`src/rtl/core/nfb_pkg.sv`:
```
// ----------------------------------------------------------------------------
// nfb_pkg
// Shared types, widths and helpers of the 4bpp framebuffer draw engine.
// ----------------------------------------------------------------------------
package nfb_pkg;

  localparam int DEF_MAX_WIDTH = 256;
  localparam int DEF_MAX_LINES = 64;

  // Field widths
  localparam int OP_W       = 3;
  localparam int X_W        = 8;
  localparam int Y_W        = 6;
  localparam int XL_W       = 9;
  localparam int YL_W       = 7;
  localparam int COLOR_W    = 4;
  localparam int BYTE_W     = 8;
  localparam int FW_W       = 9;
  localparam int FL_W       = 7;
  localparam int CFG_IDX_W  = 4;
  localparam int CFG_DATA_W = 9;

  // Internal widths
  localparam int PX_X_W    = 10;  // origin x plus bitmap column
  localparam int PX_Y_W    = 8;   // origin y plus bitmap row
  localparam int CUR_COL_W = 9;
  localparam int CUR_ROW_W = 7;
  localparam int ITER_W    = 9;
  localparam int BPL_W     = 9;
  localparam int PROD_W    = PX_Y_W + BPL_W;

  localparam logic [CFG_IDX_W-1:0] CFG_FRAME_WIDTH = 4'd0;
  localparam logic [CFG_IDX_W-1:0] CFG_FRAME_LINES = 4'd1;

  typedef enum logic [OP_W-1:0] {
    OP_PIXEL = 3'd0,
    OP_FILL  = 3'd1,
    OP_HLINE = 3'd2,
    OP_VLINE = 3'd3,
    OP_BMP4  = 3'd4,
    OP_BMP8  = 3'd5,
    OP_READ  = 3'd6
  } op_t;

  typedef struct packed {
    logic capture;
    logic cursor_clear;
    logic line_init;
    logic line_step;
    logic line_load;
    logic bmp_step;
    logic nib_next;
    logic pix_load;
    logic prod_load;
    logic rd_issue;
    logic rd_capture;
    logic px_write;
    logic clip_set;
    logic fill_clear;
    logic fill_write;
    logic out_load;
  } dp_cmd_t;

  typedef struct packed {
    op_t  op;
    logic first;
    logic in_frame;
    logic line_more;
    logic bmp_draw;
    logic nib_sel;
    logic fill_last;
  } dp_stat_t;

  function automatic int store_depth(input int max_width, input int max_lines);
    return max_lines * ((max_width + 1) / 2);
  endfunction

  function automatic int addr_width(input int depth);
    return (depth > 1) ? $clog2(depth) : 1;
  endfunction

endpackage

```
`src/rtl/core/nfb_ctrl.sv`:
```
// ----------------------------------------------------------------------------
// nfb_ctrl
// Controller: sequences each operation over the datapath and owns both
// channel handshakes.
// ----------------------------------------------------------------------------
module nfb_ctrl (
  input  logic              clk,
  input  logic              rst_n,
  input  logic              in_valid,
  output logic              in_ready,
  output logic              out_valid,
  input  logic              out_ready,
  input  nfb_pkg::dp_stat_t stat,
  output nfb_pkg::dp_cmd_t  cmd
);

  import nfb_pkg::*;

  typedef enum logic [3:0] {
    S_IDLE,
    S_DISPATCH,
    S_LINE_CHK,
    S_BMP_STEP,
    S_LOCATE,
    S_RD,
    S_MERGE,
    S_NEXT,
    S_FILL,
    S_FINISH
  } state_t;

  state_t state_r, state_nxt;
  logic   out_valid_r, out_valid_nxt;

  always_comb begin
    state_nxt     = state_r;
    out_valid_nxt = out_valid_r;
    cmd           = '0;

    if (out_valid_r && out_ready) begin
      out_valid_nxt = 1'b0;
    end

    case (state_r)
      S_IDLE: begin
        if (in_valid) begin
          cmd.capture = 1'b1;
          state_nxt   = S_DISPATCH;
        end
      end
      S_DISPATCH: begin
        case (stat.op)
          OP_PIXEL, OP_READ: begin
            cmd.pix_load = 1'b1;
            state_nxt    = S_LOCATE;
          end
          OP_FILL: begin
            cmd.fill_clear = 1'b1;
            state_nxt      = S_FILL;
          end
          OP_HLINE, OP_VLINE: begin
            cmd.line_init = 1'b1;
            state_nxt     = S_LINE_CHK;
          end
          OP_BMP4, OP_BMP8: begin
            cmd.cursor_clear = stat.first;
            state_nxt        = S_BMP_STEP;
          end
          default: state_nxt = S_FINISH;
        endcase
      end
      S_LINE_CHK: begin
        if (stat.line_more) begin
          cmd.line_load = 1'b1;
          state_nxt     = S_LOCATE;
        end else begin
          state_nxt = S_FINISH;
        end
      end
      S_BMP_STEP: begin
        cmd.bmp_step = 1'b1;
        state_nxt    = stat.bmp_draw ? S_LOCATE : S_NEXT;
      end
      S_LOCATE: begin
        if (stat.in_frame) begin
          cmd.prod_load = 1'b1;
          state_nxt     = S_RD;
        end else begin
          cmd.clip_set = 1'b1;
          state_nxt    = S_NEXT;
        end
      end
      S_RD: begin
        cmd.rd_issue = 1'b1;
        state_nxt    = S_MERGE;
      end
      S_MERGE: begin
        if (stat.op == OP_READ) begin
          cmd.rd_capture = 1'b1;
          state_nxt      = S_FINISH;
        end else begin
          cmd.px_write = 1'b1;
          state_nxt    = S_NEXT;
        end
      end
      S_NEXT: begin
        case (stat.op)
          OP_HLINE, OP_VLINE: begin
            cmd.line_step = 1'b1;
            state_nxt     = S_LINE_CHK;
          end
          OP_BMP4: begin
            if (!stat.nib_sel) begin
              cmd.nib_next = 1'b1;
              state_nxt    = S_BMP_STEP;
            end else begin
              state_nxt = S_FINISH;
            end
          end
          default: state_nxt = S_FINISH;
        endcase
      end
      S_FILL: begin
        cmd.fill_write = 1'b1;
        if (stat.fill_last) begin
          state_nxt = S_FINISH;
        end
      end
      S_FINISH: begin
        // hold until the output register is free
        if (!out_valid_r || out_ready) begin
          cmd.out_load  = 1'b1;
          out_valid_nxt = 1'b1;
          state_nxt     = S_IDLE;
        end
      end
      default: state_nxt = S_IDLE;
    endcase
  end

  always_ff @(posedge clk) begin
    if (!rst_n) begin
      state_r     <= S_IDLE;
      out_valid_r <= 1'b0;
    end else begin
      state_r     <= state_nxt;
      out_valid_r <= out_valid_nxt;
    end
  end

  assign in_ready  = state_r == S_IDLE;
  assign out_valid = out_valid_r;

endmodule

```
`config.mk`:
```
export PLATFORM = sky130hd
export DESIGN_NAME = nfb_ctrl
export DESIGN_NICKNAME = d
export VERILOG_FILES = /design/src/rtl/core/nfb_pkg.sv /design/src/rtl/core/nfb_ctrl.sv
export SDC_FILE = /design/constraint.sdc
export NUM_CORES = 1
export LEC_CHECK = 0
export BUFFER_PORTS_ARGS = -buffer_cell sky130_fd_sc_hd__buf_2
export CAP_MARGIN = 20
export CORE_AREA = 3 3 40 42
export CTS_CLUSTER_DIAMETER = 50
export DETAILED_ROUTE_END_ITERATION = 6
export DIE_AREA = 0 0 43 45
export PLACE_DENSITY = 0.8
export SYNTH_ARGS = -nofsm -noshare
export SYNTH_HDL_FRONTEND = slang
export SYNTH_SLANG_ARGS = --single-unit
```
`constraint.sdc`:
```
create_clock -name clk -period 2.6 [get_ports clk]
set_clock_uncertainty 0.2 [all_clocks]
set_input_delay 0.26 -clock clk [delete_from_list [all_inputs] [get_ports clk]]
set_output_delay 0.26 -clock clk [all_outputs]
set_load 0.01 [all_outputs]
```
* Word-level counts from Yosys, hierarchy flattened *
Index checks and enable logic that the tools add are counted.

cells by class
  equal/unequal tests = 18
  mux-type cells = 41
  reduce and logical (&&, ||, !) cells = 9

operators with widths
  operator                                              number
  case mux 4 bit (10 select lines)                      1
  2-to-1 mux 1 bit                                      28
  2-to-1 mux 4 bit                                      6
  equality test 4 x 3 -> 1 bit (second input constant)  4
  case mux 4 bit (4 select lines)                       1
  equality test 3 bit (second input constant)           3
  equality test 4 x 2 -> 1 bit (second input constant)  2
  equality test 4 bit (second input constant)           2
  2-to-1 mux 2 bit                                      4
  case mux 4 bit (2 select lines)                       1
  equality test 3 x 2 -> 1 bit (second input constant)  2
  inequality test 2 bit (second input constant)         3
  OR reduction 2 bit                                    3
  equality test 4 x 1 -> 1 bit (second input constant)  1
  logical NOT 4 bit                                     1
  equality test 3 x 1 -> 1 bit (second input constant)  1
  logical NOT 3 bit                                     1
  AND reduction 3 bit                                   1
  logical AND 1 bit                                     1
  logical NOT 1 bit                                     1
  logical OR 1 bit                                      1

word-level totals
  flip-flop bits (word level) = 5
  word-level logic and storage cells = 70

* Longest topological paths before layout *
  depth in word-level cells = 4
  gate-level depth with buffers = 6
  gate-level depth less buffers = 5

* Worst setup path after synthesis *
Ideal clock, no wire load.

  path type = reg-to-output
  start point = register state_r[3]
  end point = output port cmd[2] in the netlist's numbering
  arrival time = 1.444 ns
  required time = 2.140 ns
  setup slack = 0.696 ns
  cell stages (with the launch flop) = 5
  cell sequence = dfxtp_1 -> nand2b_2 -> or3_4 -> or4b_4 -> inv_1

RTL lines
  item                    RTL line         source
  from (decl)             nfb_ctrl.sv:32   state_t state_r, state_nxt;
  from (signal assigned)  nfb_ctrl.sv:146  state_r <= state_nxt;
  to (decl)               nfb_ctrl.sv:14   output nfb_pkg::dp_cmd_t cmd

==> run metrics <==
cell chain of the critical path or3_4, or4b_4, inv_1, buf_2; post-route antenna net violation count 0; Core ar. roughly 0.0013 mm²; clk slew on worst S/H paths 0.05 ns; register area ~100 µm²; sinks on the clock net 5; mean post-synth cell area approximately 7 µm²; # fillers 133; Hold Buf Count CTS 0; post-synthesis sequential element count 5; post-layout net count 122; HPWL Detailed ~1300 µm; Tot GR Track Use between 10% and 20%; Routed WL between 1500 and 2000 µm; final hold violations 0; Die Ht about 45 µm; largest net degree at the start of global routing 17; Worst path depth 4; worst-margin pin slew between 0.5 and 0.6 ns; crit path time final approximately 2.3 ns; Mapped Cells 76; vias in the first global route approximately 600; CP top delay family simple AND/OR/NAND/NOR gates; Final setup viols 0; Slowest Stage Delay on Critical Path 0.50 ns; Final period util approximately 89%; synth unique cells 32; critical path arrival 1.85 ns; die area 0.001935 mm²; achievable clock frequency around 0.43 GHz; share of layout cells above drive strength 1 between 30% and 40%; final slew viol count 0; CP max FO 16; I/O pin count 31; Post-synth EDFFs 0; Max Root-Sink Buffers 2; Setup TNS 0 ns; Lkg Pwr between 0.3 and 0.4 nW; Vias between 700 and 800; Synth Flop Type dfxtp_1; standard-cell rows 13; Worst VDD drop around 0.32 mV; Clock Tree Root clkbuf_4; status finished, final reports clean; worst path buffer plus inverter count 2; RSZ-0062 raised after global routing no; Die X about 43 µm; wire length of the first global-routing pass roughly 2800 µm; Crit. End Element primary output; initial antenna violation count 0; fin worst setup slack 0.2869 ns; Initial DRT Pass Iterations 4; Via density about 5.7; number of DRC violations after detailed-routing iteration 0 17; wire per inst approximately 13 µm; yosys warns 0; Residual DRC 0; Clock H-tree levels 1; pre-CTS setup slack 0.5562 ns; Multi-input gate area 404.1 µm²; Initial Util 40.99%; Clk Latency, worst-skew pair ~0.25 ns; Post-Syn Area ~530 µm²; pwr dens 629.0 mW/mm²; CTS tree built; worst relative slew slack 64.06%; largest cells by area after synthesis dfxtp_1 19%, nand2_1 5.7%, nor2_1 5.0%, nand3_1 4.8%, nor2b_1 4.8%; slowest CP cell or4b_4; global route total overflow 0; hold depth 2; Reg2Reg Depth 4; area share of the largest cell type after synthesis between 10% and 20%; Synth Net Count slightly below 90; diode count 0; # resized after CTS 0; Seq/Total Area, Yosys 19.00%; FFs w/ async S/R, synth 0%; gpl congestion 0.8800; Layout Area Growth over Synthesis 37.05%; Critical Path Start Type flip-flop; CTS buffer count 3; cell taking the most area after synthesis dfxtp_1; CP Class flip-flop to primary output; number of post-CTS setup repair buffers 0; hold crit path type input port to flip-flop; max cap viols 0; Worst EP required approximately 2.1 ns; IO Port Bufs 30
## path summary, 6_finish.rpt
kind	from	endpoint	slack [ns]
hold / removal	rst_n	out_valid$_SDFF_PN0_	0.10
setup / recovery	state_r[1]$_SDFFE_PN0P_	cmd[2]	0.29
setup reg to reg	state_r[1]$_SDFFE_PN0P_	state_r[3]$_SDFFE_PN0P_	0.65
hold reg to reg	out_valid$_SDFF_PN0_	state_r[0]$_SDFFE_PN0P_	0.46
## Yosys cell counts (2+ instances only)
| cell type | number |
|---|---|
| nor3b_1 | 3 |
| inv_1 | 2 |
| nor4_1 | 3 |
| a21oi_1 | 4 |
| nand3_1 | 5 |
| dfxtp_1 | 5 |
| and3_1 | 2 |
| nor2b_1 | 4 |
| o21a_1 | 3 |
| clkbuf_1 | 4 |
| nor2_1 | 7 |
| nor4b_1 | 2 |
| nand2_1 | 8 |
| a31oi_1 | 2 |
| nor3_1 | 4 |
| nand2b_1 | 2 |
## layout by cell type (no fill, tap or decap)
cell / netlist / layout
a211oi_1: 1 / 1
a21oi_1: 4 / 4
a311oi_1: 1 / 1
a31oi_1: 2 / 2
a41o_1: 1 / 1
and2_1: 1 / 1
and3_1: 2 / 2
and4b_1: 1 / 1
buf_2: 0 / 30
buf_4: 0 / 2
clkbuf_1: 4 / 1
clkbuf_4: 0 / 3
dfxtp_1: 5 / 5
inv_1: 2 / 2
nand2_1: 8 / 8
nand2b_1: 2 / 2
nand2b_2: 1 / 1
nand3_1: 5 / 5
nand3b_1: 1 / 1
nor2_1: 7 / 7
nor2b_1: 4 / 4
nor3_1: 4 / 4
nor3b_1: 3 / 3
nor4_1: 3 / 3
nor4b_1: 2 / 2
nor4bb_1: 1 / 1
o21a_1: 3 / 3
o21ai_0: 1 / 1
o21ai_1: 1 / 1
o22a_1: 1 / 1
o2bb2ai_1: 1 / 1
o41a_1: 1 / 1
or3_1: 1 / 1
or3_4: 1 / 1
or4b_4: 1 / 1
## routing by layer
| metal | vias up | global-route usage (%) | routed length (µm) |
|---|---|---|---|
| met4 | 0 | 13.25 | 47 |
| met2 | 34 | 29.64 | 758 |
| met5 | - | 0 | 0 |
| li1 | 352 | - | - |
| met3 | 5 | 4.382 | 147 |
| met1 | 312 | 23.92 | 700 |
## stage by stage
step	util (%)	std cells	cell area, µm²	hold WS (ns)	total power [W]
2_1_floorplan	-	76	526.8	0.1777	0.0002768
3_3_place_gp	54.14	119	695.7	0.3533	0.0003530
3_5_place_dp	54.14	119	695.7	0.3606	0.0003579
4_1_cts	56.18	123	721.9	0.09799	0.0004552
5_1_grt	56.18	123	721.9	0.1003	0.0004899
6_report	56.18	123	721.9	0.1011	0.0004541
## power by group
part / leakage, nW / internal, W / switching [W]
sequential: 0.0408 / 0.0000914 / 0.0000314
combinational: 0.290 / 0.000105 / 0.000132
clock: 0.0150 / 0.0000583 / 0.0000363
## worst register-to-register path, delay by kind of cell (launching register included)
kind	cells	cell delay, ns
AOI/OAI and AO/OA	2	0.27
DFF	1	0.44
and+or+nand+nor	2	0.98
## sequential cells by signal, summed over array words and instances, names as in the netlist
signal     flops
out_valid      1
state_r        4
## cell type report
type	count	share of cell area [%]
timing repair buffer	32	22.88
multi-input combinational	65	55.98
tap	15	2.600
inverter	2	1.040
sequential	5	13.86
clock buffer	4	3.640
## kinds of logic after synthesis
logic type / after synthesis / share of synthesized area (%)
flops: 5 / 19.00
simple gates: 48 / 53.92
compound gates: 17 / 22.80
buf+inv: 6 / 4.275
No activity file was read; power rests on OpenSTA's default activity.
