## config.mk

```make
export PLATFORM = sky130hd
export DESIGN_NAME = nfb_dpath
export DESIGN_NICKNAME = d
export VERILOG_FILES = /design/src/rtl/core/nfb_pkg.sv /design/src/rtl/core/nfb_dpath.sv
export SDC_FILE = /design/constraint.sdc
export NUM_CORES = 1
export LEC_CHECK = 0
export BUFFER_PORTS_ARGS = -buffer_cell sky130_fd_sc_hd__buf_2
export CAP_MARGIN = 20
export CORE_MARGIN = 2
export CORE_UTILIZATION = 60
export DETAILED_ROUTE_END_ITERATION = 6
export PLACE_DENSITY = 0.92
export SETUP_SLACK_MARGIN = 0.3
export SKIP_LAST_GASP = 1
export SYNTH_ARGS = -nofsm -noshare
export SYNTH_HDL_FRONTEND = slang
export SYNTH_SLANG_ARGS = --single-unit
```

## constraint.sdc

```tcl
create_clock -name clk -period 5.5 [get_ports clk]
set_clock_uncertainty 0.15 [all_clocks]
set_input_delay 0.275 -clock clk [delete_from_list [all_inputs] [get_ports clk]]
set_output_delay 0.275 -clock clk [all_outputs]
set_load 0.01 [all_outputs]
```

## src/rtl/core/nfb_pkg.sv

```systemverilog
// ----------------------------------------------------------------------------
// nfb_pkg
// Shared types, widths and helpers of the 4bpp framebuffer draw engine.
// ----------------------------------------------------------------------------
package nfb_pkg;

  localparam int DEF_MAX_WIDTH = 256;
  localparam int DEF_MAX_LINES = 64;

  // Field widths
  localparam int OP_W       = 3;
  localparam int X_W        = 8;
  localparam int Y_W        = 6;
  localparam int XL_W       = 9;
  localparam int YL_W       = 7;
  localparam int COLOR_W    = 4;
  localparam int BYTE_W     = 8;
  localparam int FW_W       = 9;
  localparam int FL_W       = 7;
  localparam int CFG_IDX_W  = 4;
  localparam int CFG_DATA_W = 9;

  // Internal widths
  localparam int PX_X_W    = 10;  // origin x plus bitmap column
  localparam int PX_Y_W    = 8;   // origin y plus bitmap row
  localparam int CUR_COL_W = 9;
  localparam int CUR_ROW_W = 7;
  localparam int ITER_W    = 9;
  localparam int BPL_W     = 9;
  localparam int PROD_W    = PX_Y_W + BPL_W;

  localparam logic [CFG_IDX_W-1:0] CFG_FRAME_WIDTH = 4'd0;
  localparam logic [CFG_IDX_W-1:0] CFG_FRAME_LINES = 4'd1;

  typedef enum logic [OP_W-1:0] {
    OP_PIXEL = 3'd0,
    OP_FILL  = 3'd1,
    OP_HLINE = 3'd2,
    OP_VLINE = 3'd3,
    OP_BMP4  = 3'd4,
    OP_BMP8  = 3'd5,
    OP_READ  = 3'd6
  } op_t;

  typedef struct packed {
    logic capture;
    logic cursor_clear;
    logic line_init;
    logic line_step;
    logic line_load;
    logic bmp_step;
    logic nib_next;
    logic pix_load;
    logic prod_load;
    logic rd_issue;
    logic rd_capture;
    logic px_write;
    logic clip_set;
    logic fill_clear;
    logic fill_write;
    logic out_load;
  } dp_cmd_t;

  typedef struct packed {
    op_t  op;
    logic first;
    logic in_frame;
    logic line_more;
    logic bmp_draw;
    logic nib_sel;
    logic fill_last;
  } dp_stat_t;

  function automatic int store_depth(input int max_width, input int max_lines);
    return max_lines * ((max_width + 1) / 2);
  endfunction

  function automatic int addr_width(input int depth);
    return (depth > 1) ? $clog2(depth) : 1;
  endfunction

endpackage

```

## src/rtl/core/nfb_dpath.sv

```systemverilog
// ----------------------------------------------------------------------------
// nfb_dpath
// Datapath: operand and cursor registers, frame check, address generation,
// nibble merge and the result registers.
// ----------------------------------------------------------------------------
module nfb_dpath #(
  parameter int MAX_WIDTH = nfb_pkg::DEF_MAX_WIDTH,
  parameter int MAX_LINES = nfb_pkg::DEF_MAX_LINES,
  parameter int DEPTH     = nfb_pkg::store_depth(MAX_WIDTH, MAX_LINES),
  parameter int ADDR_W    = nfb_pkg::addr_width(DEPTH)
) (
  input  logic                                clk,
  input  logic                                rst_n,
  input  logic [nfb_pkg::OP_W-1:0]            in_op,
  input  logic [nfb_pkg::X_W-1:0]             in_x_pos,
  input  logic [nfb_pkg::Y_W-1:0]             in_y_pos,
  input  logic [nfb_pkg::XL_W-1:0]            in_x_limit,
  input  logic [nfb_pkg::YL_W-1:0]            in_y_limit,
  input  logic [nfb_pkg::COLOR_W-1:0]         in_color,
  input  logic [nfb_pkg::BYTE_W-1:0]          in_data_byte,
  input  logic                                in_first_byte,
  input  logic                                cfg_wr_en,
  input  logic [nfb_pkg::CFG_IDX_W-1:0]       cfg_index,
  input  logic [nfb_pkg::CFG_DATA_W-1:0]      cfg_wdata,
  input  nfb_pkg::dp_cmd_t                    cmd,
  output nfb_pkg::dp_stat_t                   stat,
  output logic                                ram_we,
  output logic [ADDR_W-1:0]                   ram_waddr,
  output logic [nfb_pkg::BYTE_W-1:0]          ram_wdata,
  output logic                                ram_re,
  output logic [ADDR_W-1:0]                   ram_raddr,
  input  logic [nfb_pkg::BYTE_W-1:0]          ram_rdata,
  output logic [nfb_pkg::BYTE_W-1:0]          out_read_byte,
  output logic                                out_clipped
);

  import nfb_pkg::*;

  localparam int W_RST = (MAX_WIDTH < 256) ? MAX_WIDTH : 256;
  localparam int L_RST = (MAX_LINES < 64) ? MAX_LINES : 64;
  localparam logic [FW_W-1:0]   W_RST_V   = FW_W'(W_RST);
  localparam logic [BPL_W-1:0]  BPL_RST_V = BPL_W'((W_RST + 1) / 2);
  localparam logic [FL_W-1:0]   L_RST_V   = FL_W'(L_RST);
  localparam logic [ADDR_W-1:0] LAST_ADDR = ADDR_W'(DEPTH - 1);

  // Configuration (saturated on write)
  logic [FW_W-1:0]  w_eff_r;
  logic [BPL_W-1:0] bpl_r;
  logic [FL_W-1:0]  l_eff_r;
  logic [FW_W-1:0]  w_sat;
  logic [FW_W:0]    w_sum;
  logic [FL_W-1:0]  l_sat;

  // Captured item
  op_t                op_r;
  logic [X_W-1:0]     x_r;
  logic [Y_W-1:0]     y_r;
  logic [XL_W-1:0]    xl_r;
  logic [YL_W-1:0]    yl_r;
  logic [COLOR_W-1:0] color_r;
  logic [BYTE_W-1:0]  data_r;
  logic               first_r;

  // Working state
  logic [CUR_COL_W-1:0] col_r;
  logic [CUR_ROW_W-1:0] row_r;
  logic                 nib_sel_r;
  logic [ITER_W-1:0]    iter_r;
  logic [PX_X_W-1:0]    px_x_r;
  logic [PX_Y_W-1:0]    px_y_r;
  logic [COLOR_W-1:0]   pcolor_r;
  logic [PROD_W-1:0]    prod_r;
  logic [BPL_W-1:0]     xh_r;
  logic                 odd_r;
  logic [ADDR_W-1:0]    addr_r;
  logic [ADDR_W-1:0]    fill_cnt_r;
  logic                 clip_r;
  logic [BYTE_W-1:0]    rd_r;
  logic [BYTE_W-1:0]    out_read_byte_r;
  logic                 out_clipped_r;

  // Bitmap cursor step
  logic                 done0, wrap0, done1, bmp_draw;
  logic [CUR_COL_W-1:0] col_a, col_inc, col_n;
  logic [CUR_ROW_W-1:0] row_a, row_n;
  logic [PX_X_W-1:0]    bmp_x;
  logic [PX_Y_W-1:0]    bmp_y;
  logic [COLOR_W-1:0]   bmp_color;

  logic [ITER_W-1:0]    line_end;
  logic                 in_frame;
  logic [PROD_W:0]      addr_sum;

  assign w_sat = (int'(cfg_wdata) > MAX_WIDTH) ? FW_W'(MAX_WIDTH) : cfg_wdata;
  assign w_sum = {1'b0, w_sat} + {{FW_W{1'b0}}, 1'b1};
  assign l_sat = (int'(cfg_wdata[FL_W-1:0]) > MAX_LINES) ? FL_W'(MAX_LINES)
                                                         : cfg_wdata[FL_W-1:0];

  always_ff @(posedge clk) begin
    if (!rst_n) begin
      w_eff_r <= W_RST_V;
      bpl_r   <= BPL_RST_V;
      l_eff_r <= L_RST_V;
    end else if (cfg_wr_en) begin
      case (cfg_index)
        CFG_FRAME_WIDTH: begin
          w_eff_r <= w_sat;
          bpl_r   <= w_sum[FW_W:1];
        end
        CFG_FRAME_LINES: l_eff_r <= l_sat;
        default: ;
      endcase
    end
  end

  always_comb begin
    done0     = (xl_r == '0) || (row_r >= yl_r);
    wrap0     = !done0 && (col_r >= xl_r);
    col_a     = wrap0 ? '0 : col_r;
    row_a     = wrap0 ? row_r + CUR_ROW_W'(1) : row_r;
    done1     = wrap0 && (row_a >= yl_r);
    bmp_draw  = !done0 && !done1;
    col_inc   = col_a + CUR_COL_W'(1);
    if (col_inc >= xl_r) begin
      col_n = '0;
      row_n = row_a + CUR_ROW_W'(1);
    end else begin
      col_n = col_inc;
      row_n = row_a;
    end
    bmp_x     = PX_X_W'(x_r) + PX_X_W'(col_a);
    bmp_y     = PX_Y_W'(y_r) + PX_Y_W'(row_a);
    bmp_color = nib_sel_r ? data_r[3:0] : data_r[7:4];
  end

  assign line_end = (op_r == OP_HLINE) ? xl_r : ITER_W'(yl_r);
  assign in_frame = (px_x_r < PX_X_W'(w_eff_r)) && (px_y_r < PX_Y_W'(l_eff_r));
  assign addr_sum = {1'b0, prod_r} + (PROD_W + 1)'(xh_r);

  always_ff @(posedge clk) begin
    if (!rst_n) begin
      col_r <= '0;
      row_r <= '0;
    end else if (cmd.cursor_clear) begin
      col_r <= '0;
      row_r <= '0;
    end else if (cmd.bmp_step && !done0) begin
      col_r <= done1 ? col_a : col_n;
      row_r <= done1 ? row_a : row_n;
    end
  end

  always_ff @(posedge clk) begin
    if (cmd.capture) begin
      op_r      <= op_t'(in_op);
      x_r       <= in_x_pos;
      y_r       <= in_y_pos;
      xl_r      <= in_x_limit;
      yl_r      <= in_y_limit;
      color_r   <= in_color;
      data_r    <= in_data_byte;
      first_r   <= in_first_byte;
      clip_r    <= 1'b0;
      rd_r      <= '0;
      nib_sel_r <= 1'b0;
    end else begin
      if (cmd.clip_set) begin
        clip_r <= 1'b1;
      end
      if (cmd.rd_capture) begin
        rd_r <= ram_rdata;
      end
      if (cmd.nib_next) begin
        nib_sel_r <= 1'b1;
      end
    end

    if (cmd.line_init) begin
      iter_r <= (op_r == OP_HLINE) ? ITER_W'(x_r) : ITER_W'(y_r);
    end else if (cmd.line_step) begin
      iter_r <= iter_r + ITER_W'(1);
    end

    if (cmd.pix_load) begin
      px_x_r   <= PX_X_W'(x_r);
      px_y_r   <= PX_Y_W'(y_r);
      pcolor_r <= color_r;
    end else if (cmd.line_load) begin
      px_x_r   <= (op_r == OP_HLINE) ? PX_X_W'(iter_r) : PX_X_W'(x_r);
      px_y_r   <= (op_r == OP_HLINE) ? PX_Y_W'(y_r) : PX_Y_W'(iter_r);
      pcolor_r <= color_r;
    end else if (cmd.bmp_step && bmp_draw) begin
      px_x_r   <= bmp_x;
      px_y_r   <= bmp_y;
      pcolor_r <= bmp_color;
    end

    if (cmd.prod_load) begin
      prod_r <= PROD_W'(px_y_r) * PROD_W'(bpl_r);
      xh_r   <= px_x_r[PX_X_W-1:1];
      odd_r  <= px_x_r[0];
    end

    if (cmd.rd_issue) begin
      addr_r <= ADDR_W'(addr_sum);
    end

    if (cmd.fill_clear) begin
      fill_cnt_r <= '0;
    end else if (cmd.fill_write) begin
      fill_cnt_r <= fill_cnt_r + ADDR_W'(1);
    end

    if (cmd.out_load) begin
      out_read_byte_r <= rd_r;
      out_clipped_r   <= clip_r;
    end
  end

  // Memory port
  assign ram_re    = cmd.rd_issue;
  assign ram_raddr = ADDR_W'(addr_sum);
  assign ram_we    = cmd.px_write || cmd.fill_write;
  assign ram_waddr = cmd.fill_write ? fill_cnt_r : addr_r;
  always_comb begin
    if (cmd.fill_write) begin
      ram_wdata = {color_r, color_r};
    end else if (odd_r) begin
      ram_wdata = {ram_rdata[7:4], pcolor_r};
    end else begin
      ram_wdata = {pcolor_r, ram_rdata[3:0]};
    end
  end

  assign stat.op        = op_r;
  assign stat.first     = first_r;
  assign stat.in_frame  = in_frame;
  assign stat.line_more = iter_r < line_end;
  assign stat.bmp_draw  = bmp_draw;
  assign stat.nib_sel   = nib_sel_r;
  assign stat.fill_last = fill_cnt_r == LAST_ADDR;

  assign out_read_byte = out_read_byte_r;
  assign out_clipped   = out_clipped_r;

endmodule

```

Yosys cells after proc, flatten, opt, wreduce, memory -nomap -nowiden --
Index checks and enable logic that the tools add are counted.
Storage, ports and cells: bits in latches 0, flip-flop bits (word level) 186, memory bits (read-only) 0, bits in writable memories 0, logic and storage cells 97, input port bits 86, memories 0
Operators by class: $add $sub $neg 9, divide/modulo/power cells 0, $lt $le $gt $ge 9, bitwise operators 1, reduce and logical (&&, ||, !) cells 18, eq/ne operators 3, shift-type cells 0, multiply operators 1, mux-type cells 27
Operators with widths (count):
- $mux 9 | 8
- $mux 8 | 7
- $mux 7 | 4
- $mux 10 | 2
- $add 9x1->9 const B | 2
- $ge 9x9->1 | 2
- $mux 4 | 4
- $add 7x1->7 const B | 2
- $ge 7x7->1 | 2
- $add 13x1->13 const B | 1
- $add 13x9->13 | 1
- $eq 13x13->1 const B | 1
- $mul 8x9->13 | 1
- $mux 13 | 1
- $add 8x9->10 | 1
- $add 9x1->10 const B | 1
- $lt 10x9->1 | 1
- $gt 9x9->1 const B | 1
- $logic_not 9->1 | 1
- $lt 9x9->1 | 1
- $add 6x7->8 | 1
- $lt 8x7->1 | 1
- $gt 7x7->1 const B | 1
- $logic_and 1x1->1 | 6
- 11 further kinds | 15

Longest topological paths before layout --
Gate-level depths: netlist (run 1).
depth after elaboration 13, mapped depth 25

Worst setup path after synthesis (run 1) --
OpenSTA, ideal clock, no wires.
path type reg2reg, from register xl_r[6], to register row_r[2], arrival time 4338 ps, period minus slack after synthesis 4616 ps, library setup time 128 ps, path buffers 1, cell stages (with the launch flop) 26, slack 884 ps, cell sequence edfxtp_1 -> inv_1 -> ha_1 -> a21oi_1 -> nor2_1 -> a211oi_1 -> o21ai_0 -> nand3_1 -> clkbuf_1 -> nand2_1 -> inv_1 -> ha_1 -> nand3_1 -> nor2_1 -> xnor2_1 -> nor2_1 -> ha_1 -> nand2_1 -> o21ai_0 -> a21oi_1 -> o21ai_0 -> o311ai_1 -> and3_1 -> o21ai_1 -> xor2_1 -> nor2_1
Between the ends: longest elaborated chain between the ends 9
Ends and longest elaborated chain:
- start: declaration | RTL line nfb_dpath.sv:58 | logic [XL_W-1:0] xl_r;
- start signal: assignment | RTL line nfb_dpath.sv:158 | xl_r <= in_x_limit;
- parallel branches: the longest is 9 deep, another holds $ge 9x9->1
- end signal: assignment | RTL line nfb_dpath.sv:149 | row_r <= done1 ? row_a : row_n;
- end: declaration | RTL line nfb_dpath.sv:66 | logic [CUR_ROW_W-1:0] row_r;
Several ways; the timed one is not identified. A chain may end at the register's enable or synchronous reset.

Worst setup path after layout (run 1) --
from register xl_r[6], to register col_r[3]
Between the ends: longest elaborated chain between the ends 9
Ends and longest elaborated chain:
- parallel branches: the longest is 9 deep, another holds $ge 9x9->1
- end signal: assignment | RTL line nfb_dpath.sv:148 | col_r <= done1 ? col_a : col_n;
- end: declaration | RTL line nfb_dpath.sv:65 | logic [CUR_COL_W-1:0] col_r;
Several ways; the timed one is not identified.

==> impl_metrics.csv, run 1 <==
group,metric,value,unit
route,dr_total_vias,9754,
sta,finalCritPeriodShare,0.880,
worst_setup_path,r2r-end,"col_r[3]",
worst_setup_path,crit_path_max_incr_delay,430,ps
synth,synth.most_common_cell,"edfxtp_1",
worst_setup_path,worst-r2r-cell-count,22,
synth,synth_mux_area_frac,0.0306,
cells_and_area,fill_cells,1334,
synth,syn-num-nets,1443,
sta,hold_ws,28.3,ps
grt,first_global_vias,9755,
sta,hold_viol,0,
worst_setup_path,cp-start-kind,"flop",
sta,setup_ws,662,ps
sta,drv_slew,0,
worst_setup_path,worst_setup_path_end_kind,"flop",
clock_tree,cts-htree-levels,4,
floorplanning,rows,51,
route,drcViolationCount,0,
grt,grt_use_total,0.285,
synth,synth_top_area_cell,"edfxtp_1",
min_path,hold_start,"cmd[2]",
sta,worstMarginPinSlew,916,ps
route,drtPass1Iterations,5,
sta,maxSlewHeadroom,0.387,
clock_tree,cts_buffers,17,
cells_and_area,syn2layout_area_growth,16.9,%
flow_run,drv_cap,0,
floorplanning,die_h,146,um
cells_and_area,layout.nets,1622,
power_and_ir_drop,comb_power_share,0.159,
grt,grt_overflow,0,
power_and_ir_drop,internal-power,0.00246,W
worst_setup_path,crit_slowest_cell,"edfxtp_1",
power_and_ir_drop,powerDensity,245,mW/mm2
synth,ys_ff_latch,186,
worst_setup_path,crit_path_cell_trace,"inv_1, ha_1, a21oi_1, nor2_1, a211oi_1, o21a_1, nor2_2, nor2_1, ha_1, nand3_1, nor2_1, xnor2_1, nor2_1, ha_1, a21oi_1, o21ai_0, a21oi_1, o21ai_2, a211oi_2, nand2_1, or3_1, a21oi_1",
synth,synthArstFlopShare,0,
clock_tree,cts_buffer_depth,2,
power_and_ir_drop,ir_drop,0.235,mV
worst_setup_path,path_max_fanout,5,
power_and_ir_drop,p_leak,6.16,nW
min_path,min_path_cells,2,
route,drt_wl_total,30.0,mm
synth,ys_warn_count,0,
synth,ys_seq_area_frac,0.407,
worst_setup_path,rrSetupSlack,660,ps
worst_setup_path,crit_type,"flop to flop",
synth,synth_cell_types,67,
route,drt_iter0_markers,874,
clock_tree,cts_tree,"yes",
power_and_ir_drop,power_frac_seq,0.493,
synth,netlist_instances,1210,
synth,synth-simple-area-share,0.164,
cells_and_area,utilization,0.720,
placed_design,hpwl,21.1,mm
floorplanning,start_util,0.616,
synth,synth_edf_count,118,
synth,syn_area,0.0121,mm2
sta,fmax,207,MHz
floorplanning,ioPinCount,140,
grt,grt_start_max_net_pins,57,
sta,setup_tns,0,ps
sta,setup_violations,0,
clock_tree,clock_sinks,186,
power_and_ir_drop,power.switching,0.00100,W
route,viasPerCell,5.85,
min_path,worst_hold_path_type,"primary input to flop",
sta,rsz0062_at_grt,"yes",
min_path,min_to,"fill_cnt_r[10]",
grt,antenna_found_initial,0,
worst_setup_path,r2r_start,"xl_r[6]",
clock_tree,root_buffer,"clkbuf_16",
route,ant_nets,0,
clock_tree,clock_latency,440,ps
cells_and_area,n_antenna_cell,0,
synth,ys_top_cells_by_area,"edfxtp_1, dfxtp_1, ha_1",
synth,synth_top_family_by_area,"adder cells",
synth,synth_xor_area_frac,0.0543,
sta,min_period,4840,ps
cells_and_area,finalNonFillerCells,1667,
synth,syn_area_per_cell,9.97,um2
worst_setup_path,worst_ep_required_time,5710,ps
placed_design,dp_cells,1575,
floorplanning,core,0.0196,mm2
floorplanning,dieWidth,146,um
worst_setup_path,cp.arrival,5050,ps
synth,yosys.area.top_type_share,0.294,
clock_tree,path_clk_slew,80,ps
run_status,status,"complete, no violations",
power_and_ir_drop,switching_share,0.289,
floorplanning,die_area,0.0213,mm2
grt,grt_pass1_wl,48.5,mm
synth,synth_fa_ha_area_frac,0.177,
power_and_ir_drop,power.share.clock,0.349,
placed_design,dp_slack,545,ps
synth,synth_compound_area_frac,0.115,
synth,ys_top_cells_by_count,"edfxtp_1, nand2_1, ha_1",
route,wl_per_cell,18.0,um
placed_design,port_buffers,139,
placed_design,gp_congestion,0.946,
synth,synthFlopType,"edfxtp_1",
cells_and_area,drive_above_1_share,0.155,
==> flip-flops by register name, indices dropped and copies added (netlist names), 7 cells and up <==
name and flops:
addr_r 13, fill_cnt_r 13, prod_r 13, px_x_r 10, bpl_r 9, col_r 9, iter_r 9, w_eff_r 9
xh_r 9, xl_r 9, data_r 8, out_read_byte 8, px_y_r 8, rd_r 8, x_r 8, l_eff_r 7
row_r 7, yl_r 7
==> worst max path at each step <==
stage / startpoint / end / depth (start not counted)
2_1_floorplan: xl_r[6] / row_r[2] / 25
3_3_place_gp: xl_r[6] / col_r[3] / 22
3_5_place_dp: xl_r[2] / row_r[2] / 23
4_1_cts: xl_r[6] / col_r[3] / 22
5_1_grt: xl_r[6] / col_r[3] / 23
6_report: xl_r[6] / col_r[3] / 22
==> cells in the final DEF, fill, tap and decap left out, drive strengths merged, types with 12 or more instances in the layout <==
cell type,instances
dfxtp,68
xor2,31
clkbuf,19
nand2b,12
nand3,22
mux2i,20
ha,107
xnor2,43
and3,14
buf,150
and2,48
nor2b,40
mux2,15
o21ai,55
a21oi,73
dlygate4sd3,57
nor2,99
a21o,19
fa,40
inv,109
nand2,110
edfxtp,118
a211oi,13
==> cells by family (layout without fill, tap and decap cells) <==
logic type	after synthesis	count (layout)
simple gates	397	397
compound gates	220	220
flops	186	186
buf+inv	151	343
fa+ha+maj	147	147
xor+xnor	74	74
mux	35	35
==> worst max-delay path, delay by kind of cell, from the launching register on <==
kind | cells | cell delay (ps)
and+or+nand+nor | 8 | 1380
xor gates and xnor gates | 1 | 170
AOI/OAI and AO/OA | 9 | 1630
DFF | 1 | 430
adders and majority gates | 3 | 860
buffers and inverters | 1 | 120
==> stage by stage <==
step | power, W | instance area [um2]
after floorplan | 0.00202 | 12100
after global placement | 0.00220 | 12900
after detailed placement | 0.00223 | 12900
after CTS | 0.00344 | 14100
after global routing | 0.00359 | 14100
final | 0.00346 | 14100
==> final cells by class <==
type	count	area (um2)	share of cell area
multi-input combinational	873	6540	0.464
sequential	186	4900	0.348
timing repair buffer	208	1360	0.0961
clock buffer	18	429	0.0304
inverter	103	387	0.0274
tap	265	332	0.0235
clock inverter	14	158	0.0112
==> power by group through the flow <==
stage	sequential, W	clock, W	combinational, W
after global placement	0.00172	0	0.000476
after detailed placement	0.00173	0	0.000500
after global routing	0.00171	0.00126	0.000610
after floorplan	0.00168	0	0.000333
after CTS	0.00170	0.00121	0.000538
final	0.00170	0.00121	0.000549
==> what timing repair did <==
action                                 CTS  global route
resized for setup                        0             2
buffers inserted                         0             2
endpoints found under the hold margin   57             0
hold buffers                            57             0
setup endpoints to repair                0            14
==> metal layers <==
layer  track usage  part of all wire
met1         0.347              0.38
met2         0.493              0.49
met3        0.0536             0.089
met4         0.127             0.038
met5             0                 0
(Power assumes the default switching activity.)
==> run 2, diff against run 1 <==
Settings changed: ABC_AREA set to 1.
==> impl_metrics.csv, run 2 <==
group,metric,value,unit
clock_tree,cts_buffers,17,
synth,ys_ff_latch,186,
synth,ys_warn_count,0,
route,wl_per_cell,16.7,um
synth,synth_compound_area_frac,0.119,
synth,syn-num-nets,1701,
clock_tree,path_clk_slew,80,ps
route,drtPass1Iterations,7,
clock_tree,cts_hold_buf,73,
min_path,worst_hold_path_type,"primary input to flop",
cells_and_area,reg.largest.list,"addr_r (13), fill_cnt_r (13), prod_r (13)",
worst_setup_path,path_max_fanout,10,
sta,maxSlewHeadroom,0.322,
cells_and_area,syn2layout_area_growth,18.1,%
clock_tree,clock_latency,450,ps
synth,synth_mux_area_frac,0,
route,dr_total_vias,11000,
sta,rsz0062_at_grt,"no",
cells_and_area,layout.nets,1891,
worst_setup_path,crit_type,"flop to flop",
synth,synthFlopType,"edfxtp_1",
grt,grt_overflow,0,
placed_design,dp_cells,1835,
cells_and_area,finalNonFillerCells,1941,
synth,synth_cell_types,51,
placed_design,hpwl,23.0,mm
floorplanning,start_util,0.612,
route,viasPerCell,5.69,
worst_setup_path,cp-start-kind,"flop",
grt,first_global_vias,11200,
synth,ys_top_cells_by_area,"edfxtp_1, dfxtp_1, ha_1",
grt,antenna_found_initial,0,
floorplanning,rows,52,
power_and_ir_drop,powerDensity,253,mW/mm2
worst_setup_path,cp.arrival,4720,ps
sta,fmax,214,MHz
route,drt_wl_total,32.5,mm
clock_tree,clock_sinks,186,
placed_design,gp_congestion,0.933,
synth,synth_edf_count,118,
synth,syn_area_per_cell,8.43,um2
route,drt_iter0_markers,953,
synth,synth_fa_ha_area_frac,0.173,
clock_tree,cts_buffer_depth,2,
cells_and_area,final_common_cell,"inv_1",
clock_tree,cts_setup_buffers,0,
flow_run,drv_cap,0,
sta,worstMarginPinSlew,1020,ps
synth,syn_area,0.0124,mm2
clock_tree,cts_tree,"yes",
synth,synth_xor_area_frac,0.0368,
clock_tree,cts-htree-levels,4,
synth,ys_top_cells_by_count,"inv_1, nand2_1, edfxtp_1",
synth,yosys.area.top_type_share,0.286,
worst_setup_path,crit_path_max_incr_delay,560,ps
cells_and_area,n_antenna_cell,0,
worst_setup_path,worst_setup_path_end_kind,"flop",
synth,netlist_instances,1468,
sta,hold_viol,0,
route,ant_nets,0,
cells_and_area,drive_above_1_share,0.124,
sta,setup_tns,0,ps
sta,finalCritPeriodShare,0.849,
sta,drv_slew,0,
clock_tree,cts_resized,0,
run_status,status,"complete, no violations",
synth,ys_seq_area_frac,0.396,
floorplanning,core,0.0202,mm2
power_and_ir_drop,ir_drop,0.251,mV
placed_design,port_buffers,139,
grt,grt_use_total,0.299,
worst_setup_path,worst_ep_required_time,5550,ps
synth,synth-simple-area-share,0.175,
floorplanning,die_area,0.0218,mm2
synth,synth_top_family_by_area,"simple AND/OR/NAND/NOR gates",
grt,grt_start_max_net_pins,57,
clock_tree,root_buffer,"clkbuf_16",
floorplanning,ioPinCount,140,
worst_setup_path,crit_path_cell_trace,"nand2_1, inv_1, fa_1, fa_1, inv_1, fa_1, fa_1, inv_1, ha_1, a21oi_1, o21ai_0, a21o_1, a21oi_1, nor2_1, nor2_1, nor2_1, nor2_1, xnor2_1",
sta,min_period,4670,ps
synth,synth_top_area_cell,"edfxtp_1",
cells_and_area,mostFrequentLayoutCells,"inv_1, nand2_1, buf_2",
grt,grt_pass1_wl,52.2,mm
floorplanning,die_h,148,um
floorplanning,dieWidth,148,um
synth,synth.most_common_cell,"inv_1",
route,drcViolationCount,0,
sta,setup_violations,0,
power_and_ir_drop,p_leak,7.06,nW
worst_setup_path,crit_slowest_cell,"fa_1",
synth,synthArstFlopShare,0,
==> run 2: path summary, 6_finish.rpt <==
kind / start / end / slack, ps / cells past startpoint
setup / recovery: px_y_r[4] / prod_r[11] / 830 / 18
hold / removal: cfg_wdata[6] / l_eff_r[6] / 10 / 3
setup reg to reg: px_y_r[4] / prod_r[11] / 830 / 18
hold reg to reg: rd_r[0] / out_read_byte[0] / 300 / 0
==> run 2: metal layers <==
metal  vias up  wire (um)  part of all wire  GRT usage
met3       162       2460             0.076     0.0636
li1       5195          -                 -          -
met4         0       1660             0.051      0.164
met2       566      16500              0.51      0.531
met1      5116      11900              0.37      0.336
met5         -          0                 0          0
==> run 2: kinds of logic after synthesis <==
group                    Yosys count
buffers and inverters            322
AND/OR/NAND/NOR                  501
adder cells (fa/ha/maj)          147
flip-flops                       186
AO/OA/AOI/OAI                    260
XOR/XNOR                          52
==> run 2: critical path, delay by kind of cell (launching register included) <==
family / cells / cell delay (ps)
simple gates: 5 / 440
xor+xnor: 1 / 80
compound gates: 4 / 700
fa+ha+maj: 5 / 2340
buf+inv: 3 / 170
flops: 1 / 550
==> run 2: where the power goes <==
part | total, W | switching, W | leakage [nW] | internal [W]
clock | 0.00130 | 0.000648 | 0.307 | 0.000650
sequential | 0.00171 | 0.000100 | 1.74 | 0.00161
combinational | 0.000684 | 0.000405 | 5.02 | 0.000279
==> run 2: cell type report <==
cell class / instances / area (um2)
timing repair buffer: 216 / 1470
inverter: 277 / 1040
clock buffer: 18 / 450
clock inverter: 14 / 180
tap: 270 / 338
fill: 1333 / 5620
multi-input combinational: 960 / 6230
sequential: 186 / 4900
==> run 2: stage by stage <==
stage | util | hold WS [ps] | instance area (um2) | total power [W] | worst slack (ps)
final | 0.722 | 12.6 | 14600 | 0.00370 | 830
after detailed placement | 0.654 | 269 | 13200 | 0.00236 | 892
after global routing | 0.722 | 28.9 | 14600 | 0.00384 | 489
after CTS | 0.721 | 7.60 | 14600 | 0.00367 | 844
after floorplan | - | 204 | 12400 | 0.00213 | 1110
after global placement | 0.654 | 264 | 13200 | 0.00232 | 1030
